<file path="config.mk">
export PLATFORM = sky130hd
export DESIGN_NAME = unsigned_divide_128_by_64
export DESIGN_NICKNAME = d
export VERILOG_FILES = /design/src/udiv_pkg.sv /design/src/udiv_ctrl.sv /design/src/udiv_datapath.sv /design/src/unsigned_divide_128_by_64.sv
export SDC_FILE = /design/constraint.sdc
export NUM_CORES = 1
export LEC_CHECK = 0
export ABC_AREA = 1
export BUFFER_PORTS_ARGS = -buffer_cell sky130_fd_sc_hd__buf_2
export CAP_MARGIN = 20
export CORE_MARGIN = 3
export CORE_UTILIZATION = 35
export CTS_CLUSTER_SIZE = 12
export DETAILED_ROUTE_END_ITERATION = 16
export GPL_TIMING_DRIVEN = 0
export PLACE_DENSITY = 0.6
export SLEW_MARGIN = 20
export SYNTH_ARGS = -nofsm -noshare
export SYNTH_HDL_FRONTEND = slang
export SYNTH_SLANG_ARGS = --single-unit
</file>
<file path="constraint.sdc">
create_clock -name clk -period 8.52 [get_ports clk]
set_input_delay 0.852 -clock clk [delete_from_list [all_inputs] [get_ports clk]]
set_output_delay 0.852 -clock clk [all_outputs]
set_load 0.01 [all_outputs]
</file>
<file path="src/udiv_pkg.sv">
package udiv_pkg;

  // operand and result widths
  localparam int unsigned DataWidth = 64;
  localparam int unsigned CountWidth = $clog2(DataWidth);
  localparam int unsigned InDataWidth = 3 * DataWidth;
  localparam int unsigned OutDataWidth = 2 * DataWidth;
  localparam int unsigned OutUserWidth = 2;

  // bit positions of the result flags in m_tuser
  localparam int unsigned UserZeroBit = 0;
  localparam int unsigned UserOverflowBit = 1;

  // commands from the controller to the datapath
  typedef struct packed {
    logic load;      // take a new item from the input
    logic step;      // one restoring division step
    logic swap;      // with step: end of the upper-half reduction, bring in the lower half
    logic out_load;  // move the finished result into the output register
  } udiv_cmd_t;

  // status from the datapath to the controller
  typedef struct packed {
    logic div_zero;  // divisor of the offered item is zero
    logic skip_mod;  // upper half already below the divisor
  } udiv_status_t;

endpackage

</file>
<file path="src/udiv_ctrl.sv">
module udiv_ctrl (
  input  logic                  clk,
  input  logic                  rst,
  input  logic                  s_tvalid,
  output logic                  s_tready,
  output logic                  m_tvalid,
  input  logic                  m_tready,
  input  udiv_pkg::udiv_status_t status,
  output udiv_pkg::udiv_cmd_t    cmd
);
  import udiv_pkg::*;

  typedef enum logic [3:0] {
    ST_IDLE = 4'b0001,
    ST_MOD  = 4'b0010,
    ST_LOW  = 4'b0100,
    ST_DONE = 4'b1000
  } state_t;

  localparam logic [CountWidth-1:0] LastStep = CountWidth'(DataWidth - 1);

  state_t                state;
  state_t                state_next;
  logic [CountWidth-1:0] cnt;
  logic [CountWidth-1:0] cnt_next;
  logic                  out_free;

  assign out_free = !m_tvalid || m_tready;
  assign s_tready = (state == ST_IDLE);

  // next state and commands
  always_comb begin
    state_next = state;
    cnt_next = cnt;
    cmd = '0;
    unique case (state)
      ST_IDLE: begin
        if (s_tvalid) begin
          cmd.load = 1'b1;
          cnt_next = '0;
          if (status.div_zero) begin
            state_next = ST_DONE;
          end else if (status.skip_mod) begin
            state_next = ST_LOW;
          end else begin
            state_next = ST_MOD;
          end
        end
      end
      ST_MOD: begin
        cmd.step = 1'b1;
        cnt_next = cnt + 1'b1;
        if (cnt == LastStep) begin
          cmd.swap = 1'b1;
          state_next = ST_LOW;
        end
      end
      ST_LOW: begin
        cmd.step = 1'b1;
        cnt_next = cnt + 1'b1;
        if (cnt == LastStep) begin
          state_next = ST_DONE;
        end
      end
      ST_DONE: begin
        if (out_free) begin
          cmd.out_load = 1'b1;
          state_next = ST_IDLE;
        end
      end
      default: begin
        state_next = ST_IDLE;
      end
    endcase
  end

  // state, step counter and output valid
  always_ff @(posedge clk) begin
    if (rst) begin
      state <= ST_IDLE;
      cnt <= '0;
      m_tvalid <= 1'b0;
    end else begin
      state <= state_next;
      cnt <= cnt_next;
      if (cmd.out_load) begin
        m_tvalid <= 1'b1;
      end else if (m_tready) begin
        m_tvalid <= 1'b0;
      end
    end
  end

endmodule

</file>
<file path="src/udiv_datapath.sv">
module udiv_datapath (
  input  logic                                 clk,
  input  logic [udiv_pkg::DataWidth-1:0]       dividend_upper,
  input  logic [udiv_pkg::DataWidth-1:0]       dividend_lower,
  input  logic [udiv_pkg::DataWidth-1:0]       divisor_value,
  input  udiv_pkg::udiv_cmd_t                  cmd,
  output udiv_pkg::udiv_status_t               status,
  output logic [udiv_pkg::DataWidth-1:0]       quotient_out,
  output logic [udiv_pkg::DataWidth-1:0]       remainder_out,
  output logic                                 zero_divisor,
  output logic                                 quotient_overflow
);
  import udiv_pkg::*;

  logic [DataWidth-1:0] rem;
  logic [DataWidth-1:0] shin;
  logic [DataWidth-1:0] quo;
  logic [DataWidth-1:0] dvs;
  logic [DataWidth-1:0] lower;
  logic                 zero_flag;
  logic                 ovf_flag;

  logic [DataWidth-1:0] rem_shift;
  logic [DataWidth:0]   diff;
  logic                 take;

  // status on the offered item
  assign status.div_zero = (divisor_value == '0);
  assign status.skip_mod = (dividend_upper < divisor_value);

  // one restoring step: shift in the next dividend bit, subtract if it fits
  assign rem_shift = {rem[DataWidth-2:0], shin[DataWidth-1]};
  assign diff = {rem[DataWidth-1], rem_shift} - {1'b0, dvs};
  assign take = !diff[DataWidth];

  // working registers
  always_ff @(posedge clk) begin
    if (cmd.load) begin
      dvs <= divisor_value;
      lower <= dividend_lower;
      quo <= '0;
      zero_flag <= status.div_zero;
      ovf_flag <= !status.div_zero && !status.skip_mod;
      if (status.skip_mod) begin
        rem <= dividend_upper;
        shin <= dividend_lower;
      end else begin
        rem <= '0;
        shin <= dividend_upper;
      end
    end else if (cmd.step) begin
      rem <= take ? diff[DataWidth-1:0] : rem_shift;
      if (cmd.swap) begin
        shin <= lower;
        quo <= '0;
      end else begin
        shin <= {shin[DataWidth-2:0], 1'b0};
        quo <= {quo[DataWidth-2:0], take};
      end
    end
  end

  // output register
  always_ff @(posedge clk) begin
    if (cmd.out_load) begin
      quotient_out <= zero_flag ? '1 : quo;
      remainder_out <= zero_flag ? '0 : rem;
      zero_divisor <= zero_flag;
      quotient_overflow <= ovf_flag;
    end
  end

endmodule

</file>
<file path="src/unsigned_divide_128_by_64.sv">
// Unsigned 128-by-64-bit divider.
// Input item on s_tvalid/s_tready/s_tdata: dividend upper half, dividend lower
// half and divisor, 64 bits each. Result item on m_tvalid/m_tready/m_tdata:
// low 64 bits of the quotient and the remainder; m_tuser carries the
// zero-divisor flag and the quotient-overflow flag.
// A zero divisor gives an all-ones quotient, a zero remainder and the zero
// flag. The overflow flag is set when the divisor is nonzero and the upper half
// is not below it. Work after an input accept: when the upper half is below
// the divisor, 64 restoring steps, one quotient bit per cycle in a single
// 65-bit subtractor, then the hand-over; when it is not, 64 more steps first
// reduce the upper half modulo the divisor; on a zero divisor, straight to the
// hand-over. The next item can be accepted in the cycle after the hand-over.
// One item is in work at a time; s_tready is high only while the block is
// free. The result sits in an output register, so the next item is accepted
// and worked on while a result waits; a stalled receiver holds only the final
// hand-over into that register.
// Synchronous reset clears the controller and drops m_tvalid; items in work
// are lost.
module unsigned_divide_128_by_64 (
  input  logic                                 clk,
  input  logic                                 rst,
  input  logic                                 s_tvalid,
  output logic                                 s_tready,
  // dividend_upper [63:0], dividend_lower [127:64], divisor_value [191:128]
  input  logic [udiv_pkg::InDataWidth-1:0]     s_tdata,
  output logic                                 m_tvalid,
  input  logic                                 m_tready,
  // quotient_out [63:0], remainder_out [127:64]
  output logic [udiv_pkg::OutDataWidth-1:0]    m_tdata,
  // zero_divisor [0], quotient_overflow [1]
  output logic [udiv_pkg::OutUserWidth-1:0]    m_tuser
);
  import udiv_pkg::*;

  udiv_cmd_t            cmd;
  udiv_status_t         status;
  logic [DataWidth-1:0] quotient_out;
  logic [DataWidth-1:0] remainder_out;
  logic                 zero_divisor;
  logic                 quotient_overflow;

  // sequencer
  udiv_ctrl u_ctrl (
    .clk      (clk),
    .rst      (rst),
    .s_tvalid (s_tvalid),
    .s_tready (s_tready),
    .m_tvalid (m_tvalid),
    .m_tready (m_tready),
    .status   (status),
    .cmd      (cmd)
  );

  // shift-subtract datapath and output register
  udiv_datapath u_dp (
    .clk               (clk),
    .dividend_upper    (s_tdata[DataWidth-1:0]),
    .dividend_lower    (s_tdata[2*DataWidth-1:DataWidth]),
    .divisor_value     (s_tdata[3*DataWidth-1:2*DataWidth]),
    .cmd               (cmd),
    .status            (status),
    .quotient_out      (quotient_out),
    .remainder_out     (remainder_out),
    .zero_divisor      (zero_divisor),
    .quotient_overflow (quotient_overflow)
  );

  assign m_tdata = {remainder_out, quotient_out};
  assign m_tuser[UserZeroBit] = zero_divisor;
  assign m_tuser[UserOverflowBit] = quotient_overflow;

endmodule

</file>
==> results of run 1 <==
## flip-flops by register name, indices dropped and copies added (netlist names), 4 cells and up
name / cells
u_ctrl.cnt: 6
u_dp.remainder_out: 64
u_dp.lower: 64
u_ctrl.state: 4
u_dp.shin: 64
u_dp.quo: 64
u_dp.dvs: 64
u_dp.rem: 64
u_dp.quotient_out: 64
## how the worst min path moves through the flow
stage | startpoint | end | slack, ns | cells past startpoint
6_report | s_tdata[80] | u_dp.lower[16] | 0.42 | 1
5_1_grt | s_tdata[106] | u_dp.lower[42] | 0.39 | 1
4_1_cts | s_tdata[65] | u_dp.lower[1] | 0.37 | 1
3_5_place_dp | u_dp.ovf_flag | u_dp.quotient_overflow | 0.41 | 0
3_3_place_gp | u_dp.ovf_flag | u_dp.quotient_overflow | 0.41 | 0
2_1_floorplan | u_dp.ovf_flag | u_dp.quotient_overflow | 0.40 | 0
## cell type report
cell class | count | area [um^2] | share of cell area [%]
diodes | 11 | 27.5 | 0.0853
clock buffers | 71 | 1460 | 4.51
flip-flops and latches | 463 | 13200 | 40.7
inverters | 724 | 2720 | 8.42
well taps | 1030 | 1290 | 3.99
multi-input cells | 2273 | 11000 | 33.9
plain buffers | 102 | 527 | 1.63
clock inverters | 28 | 309 | 0.957
repair buffers | 336 | 1850 | 5.72
## kinds of logic after synthesis
group                    Yosys count  synth area share [%]
adder cells (fa/ha/maj)          129                  5.94
buffers and inverters            826                  11.8
flip-flops                       463                  48.1
AO/OA/AOI/OAI                    241                  4.74
XOR/XNOR                          30                 0.962
AND/OR/NAND/NOR                 1873                  28.4
## power breakdown
| part | switching, uW | internal, uW | total [uW] |
|---|---|---|---|
| sequential | 219 | 3450 | 3670 |
| combinational | 4440 | 2010 | 6450 |
| clock | 964 | 1390 | 2350 |
| total | 5620 | 6850 | 12500 |
## per-stage QoR
stage / utilization [%] / total power (uW)
floorplan: - / 8130
global placement: 39.5 / 10100
detailed placement: 39.8 / 10100
CTS: 42.1 / 12500
global route: 42.2 / 13500
finish: 42.2 / 12500
## metal layers
metal / vias up / GRT usage [%] / wire length, um
met5: - / 0 / 49
met4: 8 / 7.09 / 2960
li1: 12000 / - / -
met3: 161 / 3.13 / 5810
met2: 752 / 35.2 / 41300
met1: 11000 / 29.1 / 39800
## cell usage in the layout, fill, tap and decap left out, types with 8 or more instances in the layout
master	synthesis	final
a21oi_1	85	85
buf_1	20	20
buf_2	24	350
buf_4	8	8
clkbuf_1	42	55
clkbuf_16	0	56
clkinv_1	1	11
dfxtp_1	75	75
diode_2	0	11
edfxtp_1	388	388
ha_1	128	128
inv_1	715	715
inv_2	8	8
nand2_1	1201	1201
nand2_2	12	12
nand3_1	181	181
nand3b_1	64	64
nand4_1	30	30
nor2_1	318	317
nor2_2	10	10
nor3_1	21	21
nor4_1	24	22
o21ai_0	88	88
o22ai_1	64	64
xnor2_1	27	27
==> run metrics, run 1 <==
outcome finished, final reports clean; share of layout cells above drive strength 1 about an eighth; r2r setup slk approximately 5.1 ns; GP Congestion a little under 1; Worst Hold Class primary input to register; final max-slew violation count 0; total CTS buffers 54; Root Driver clkbuf_16; Site Rows ~100; Non-Filler Instances 5038; Max IR drop VDD approximately 0.18 mV; Placed Cells between 4k and 5k; Largest stage delay, worst path around 0.41 ns; relative slew slack about 44%; post-synthesis sequential area ratio about half; CP dominant cell by count nand2_1; final hold slack 0.415 ns; Die Ht around 290 um; DRT Pass-1 Iters 6; reg2reg end u_dp.rem[39]; CP delay by family, top simple AND/OR/NAND/NOR gates; DP HPWL 71.8 mm; first-pass GRT wire length about 130 mm; Die Footprint between 0.08 and 0.09 mm^2; critical path depth 20; min Tclk post-route approximately 3.5 ns; Post-CTS Hold Fix Bufs 0; via-per-instance ratio between 4 and 5; crit path buf inv count 3; clk_lat worst skew 0.62 ns; H-tree levels 2; Clock Sinks 463; synth cell count leaders nand2_1, inv_1, edfxtp_1; Synth area leader edfxtp_1; RR Startpoint u_dp.shin[63]; fillers around 8.0k; Post-synth EDFFs 388; DRT iter0 DRCs between 1.5k and 2k; worst path required time slightly below 9 ns; WL/cell roughly 18 um; worst-path maximum fanout 10; Die W 285 um; Synth Flop Type edfxtp_1; post-CTS setup buffers 0; crit-path cells inv_1 > ha_1 > fa_1 > inv_1 > nand2_1 > nand2_1 > nand3_1 > nand2_2 > nand2_1 > nand2_2 > nand2_1 > nand2_2 > nand2_2 > nand2_2 > nand2_1 > nand2_4 > buf_2 > nand2_1 > nand3_1 > nand2_1; Unique masters post-synth 40; crit end category register; Fmax 289 MHz; total gr overflow 0; Post-DRT Antenna Nets 0; # setup viols final 0; Synth area leaders edfxtp_1, nand2_1, inv_1; pre-CTS setup slack 4.55 ns; post-route setup slack about 5.1 ns; most common cell in the netlist nand2_1; area grow syn2layout 18.2%; Worst Setup EP u_dp.rem[39]; PwrDens around 390 mW/mm^2; mapped cell area roughly 0.027 mm^2; CTS clk-pin slew, worst paths approximately 0.060 ns; actual slew at the worst max-slew pin approximately 0.84 ns; pin count of the biggest net entering global routing between 80 and 90; Starting Density between 30% and 40%; CTS resizes 0; Detailed Route WL about 90 mm; Hold Vio Cnt, Final 0; top cell type's share of synthesized area a little over two fifths; vias in the first global route 23.1k; antenna violations before repair 15; Final Instance Area between 0.03 and 0.04 mm^2; slowest cell on the critical path fa_1; RSZ-0062 raised after global routing false; Vias between 20k and 25k; CTS max path bufs 3; port bufs 327; IO Pins 328; Clock Skews roughly 0.026 ns; Core Region about 0.077 mm^2; Setup CP Type register to register; DRC Markers 0; Fin Setup TNS 0 ns; syn nets ~3.9k; CTS tree yes; Critical Path Start Type register; DP Area 0.0305 mm^2; total track usage a little over a fifth; Tcrit/Tclk final approximately 41%; CP startpoint u_dp.shin[63]; worst path arrival time between 3 and 4 ns; final net count 4279; Leakage 0.0159 uW; FF+latch count, synth roughly 460; Mean Syn Cell Area approximately 7.7 um^2; async set-reset flop share out of synthesis 0%; Max Cap Viol 0; Syn Inst Count ~3.6k; Register-to-Register Path Depth 20; total number of yosys warnings 0
Power figures use the tool's default switching activity.
==> run 2: changes to the inputs <==
--- a/config.mk
+++ b/config.mk
@@ -5,7 +5,7 @@
 export SDC_FILE = /design/constraint.sdc
 export NUM_CORES = 1
 export LEC_CHECK = 0
-export ABC_AREA = 1
+export ABC_AREA = 0
 export BUFFER_PORTS_ARGS = -buffer_cell sky130_fd_sc_hd__buf_2
 export CAP_MARGIN = 20
 export CORE_MARGIN = 3
==> constraint.sdc (replaced) <==
create_clock -name clk -period 3.3 [get_ports clk]
set_input_delay 0.33 -clock clk [delete_from_list [all_inputs] [get_ports clk]]
set_output_delay 0.33 -clock clk [all_outputs]
set_load 0.01 [all_outputs]
==> run 2 against run 1 <==
The flow now finishes with violations (negative setup slack); first-iteration DRC count fell by 28%; sequential share of layout area rose by 0.72 points; worst setup slack got worse by 5.4 ns; via count fell by 19%; utilization rose by 3.9 points.
==> run metrics, run 2 <==
outcome finished, violations left; failing checks negative setup slack; Tcrit/Tclk final 110% (+69 points); Clk pwr share 17.7% (-1.1 points); Die Ht 271 um (-5.2%); Die W 271 um (-5.2%); via-per-instance ratio 5.24 (+10%); slowest cell on the critical path edfxtp_1; Final Instance Area 0.0317 mm^2 (-1.7%); Hold Vio Cnt, Final 0 (unchanged); total CTS buffers 53 (-1.9%); port bufs 327 (unchanged); Reg power frac 29.4% (about the same); Max Cap Viol 0 (unchanged); crit end category register; Unique masters post-synth 88 (+120%); final net count 3061 (-28%); Clock Sinks 463 (unchanged); IO Pins 328 (unchanged); Die Footprint 0.0732 mm^2 (-10%); Most Used Layer, Global Route met2; pre-CTS setup slack -1.63 ns (-6.17 ns); mapped cell area 0.0245 mm^2 (-10%); Syn Inst Count 2168 (-39%); Detailed Route WL 80.9 mm (-10%); worst path required time 3.68 ns (-5.22 ns); DRC Markers 0 (unchanged); GP Congestion 0.899 (-8.9%); Synth area leader edfxtp_1; Largest stage delay, worst path 0.46 ns (+0.05 ns); Post-DRT Antenna Nets 0 (unchanged); post-route setup slack -0.331 ns (-5.40 ns); top cell type's share of synthesized area 47.6% (+4.9 points); Vias 19.5k (-19%); critical path depth 12 (-40%); area grow syn2layout 29.5%; PwrDens 1040 mW/mm^2 (+170%); Register-to-Register Path Depth 12 (-40%); Critical Path Start Type register; # setup viols final 64 (+64); Setup CP Type register to register; DP HPWL 59.3 mm (-17%); WL/cell 21.8 um (+22%); worst-path maximum fanout 4 (-6); Fmax 275 MHz (-4.8%); FF+latch count, synth 463 (unchanged); syn nets 2493 (-36%); RR Startpoint u_dp.rem[6]; met1 Resource Use GR 27.9% (-1.2 points); antenna violations before repair 6 (-9); Core Region 0.0689 mm^2 (-10%); relative slew slack 27.4% (-17 points); worst path arrival time 4.01 ns (+0.18 ns); async set-reset flop share out of synthesis 0% (unchanged); post-synthesis sequential area ratio 53.7% (+5.5 points); crit-path cells ha_4 > a21oi_2 > o211ai_1 > a41oi_2 > a311oi_4 > o2111ai_2 > o21ai_2 > o221ai_4 > xnor2_4 > buf_4 > mux2_4 > a221o_1; grt met3 use 3.02% (-0.10 points); most frequent cells in the layout edfxtp_1, buf_2, nand2_1; total number of yosys warnings 0 (unchanged); pin count of the biggest net entering global routing 140 (+69%); Mean Syn Cell Area 11.3 um^2 (+47%); Root Driver clkbuf_16; final max-slew violation count 0 (unchanged); Switch Pwr 13400 uW (+140%); Site Rows 96 (-5.0%); DRT Pass-1 Iters 5 (-1); met2 usage 36.2% (+0.98 points); Max IR drop VDD 0.723 mV (+300%); CTS clk-pin slew, worst paths 0.06 ns (about the same); Worst Setup EP u_dp.rem[62]; Synth Flop Type edfxtp_1; share of layout cells above drive strength 1 27.2% (+15 points); total gr overflow 0 (unchanged); Leakage 0.0132 uW (-17%); Starting Density 35.5% (-0.15 points); CTS tree yes; Tot Pwr 32900 uW (+160%); H-tree levels 2 (unchanged); CTS max path bufs 3 (unchanged); Non-Filler Instances 3717 (-26%); min Tclk post-route 3.63 ns (+0.175 ns); most common cell in the netlist edfxtp_1; DRT iter0 DRCs 1416 (-28%); r2r setup slk -0.33 ns (-5.40 ns); RSZ-0062 raised after global routing true; first-pass GRT wire length 119 mm (-11%); Placed Cells 3436 (-30%); reg2reg end u_dp.rem[62]; clk_lat worst skew 0.63 ns (about the same); crit path buf inv count 1 (-2); Switching Fraction 40.8% (-4.3 points); Internal Pwr Total 19500 uW (+180%); Comb pwr share 52.9% (+1.2 points); actual slew at the worst max-slew pin 1.09 ns (+0.254 ns); DP Area 0.0276 mm^2 (-9.5%); vias in the first global route 19.5k (-16%); total track usage 21.2% (-0.25 points); Clock Skews 0.0469 ns (+0.0205 ns); Worst Hold Class primary input to register; CP delay by family, top compound AO/OA/AOI/OAI gates; Post-synth EDFFs 388 (unchanged); most common cell after layout, fill and taps aside edfxtp_1; Synth area leaders edfxtp_1, ha_1, dfxtp_1; CP startpoint u_dp.rem[6]; synth cell count leaders edfxtp_1, nand2_1, inv_1
[run 2: cell count changes after synthesis, moves of 63 or more]
cell / before / now
a22o_1: 0 / 66
inv_1: 715 / 147
mux2_2: 0 / 63
mux2i_1: 0 / 94
nand2_1: 1201 / 178
nand3_1: 181 / 34
nor2_1: 318 / 86
nor2b_1: 0 / 72
o22ai_1: 64 / 1
or2_2: 1 / 67
[run 2: kinds of logic (layout without fill, tap and decap cells)]
| family | after synthesis | in the layout | synth area share, % |
|---|---|---|---|
| other cells | 0 | 7 | 0 |
| compound gates | 525 | 525 | 14.4 |
| flops | 463 | 463 | 53.7 |
| simple gates | 574 | 574 | 11.9 |
| buf+inv | 264 | 875 | 4.71 |
| fa+ha+maj | 129 | 129 | 6.62 |
| mux | 158 | 158 | 6.78 |
| xor+xnor | 55 | 55 | 1.97 |
[run 2: how the worst min path moves through the flow]
stage | startpoint | endpoint | slack (ns) | cells past startpoint
floorplan | u_dp.ovf_flag | u_dp.quotient_overflow | 0.40 | 0
global placement | u_dp.ovf_flag | u_dp.quotient_overflow | 0.42 | 0
detailed placement | u_dp.ovf_flag | u_dp.quotient_overflow | 0.42 | 0
CTS | s_tdata[170] | u_dp.dvs[42] | 0.008 | 1
global route | s_tdata[170] | u_dp.dvs[42] | 0.02 | 1
finish | s_tdata[27] | u_dp.rem[27] | 0.05 | 2
[run 2: power by group through the flow]
stage                     clock [uW]  combinational, uW  sequential, uW
final                           5810              17400            9660
after global routing            6180              18800            9790
after CTS                       5950              16100            9630
after detailed placement           0              14600            9730
after global placement             0              14200            9780
after floorplan                    0              10200            9560
[run 2: through the flow]
step / TNS, ns / hold slack, ns / util, %
final: -14.08 / 0.0460 / 46.0
after global routing: -21.58 / 0.0243 / 46.0
after CTS: -11.05 / 0.00827 / 45.2
after detailed placement: -160.56 / 0.418 / 40.0
after global placement: -472.32 / 0.415 / 39.7
after floorplan: -17.65 / 0.400 / -
[run 2: final cells by class]
type,instances,area (um^2)
clock buffer,75,1480
clock inverter,23,238
fill,6451,37200
buffer,111,747
timing repair buffer,518,3570
sequential,463,13200
tap,931,1160
inverter,148,564
multi-input combinational,1441,10800
antenna,7,17.5
[run 2: timing repair]
item	CTS	global route
endpoints found under the setup margin	132	112
resized for setup	75	87
endpoints found under the hold margin	129	0
hold buffers	129	0
buffers inserted	26	24
gates cloned	1	2
pin swaps	41	34
[run 2: worst reg2reg max path: cells and delay by family (launching register included)]
family	cells	cell delay, ns
AO/OA/AOI/OAI	8	1.89
multiplexers	1	0.29
adder cells (fa/ha/maj)	1	0.34
buffers and inverters	1	0.15
flip-flops	1	0.46
XOR/XNOR	1	0.25
[run 2: routing by layer]
metal / routed length, um / vias up
met2: 38900 / 677
li1: - / 9154
met3: 4890 / 124
met4: 2470 / 2
met5: 13 / -
met1: 34700 / 9530
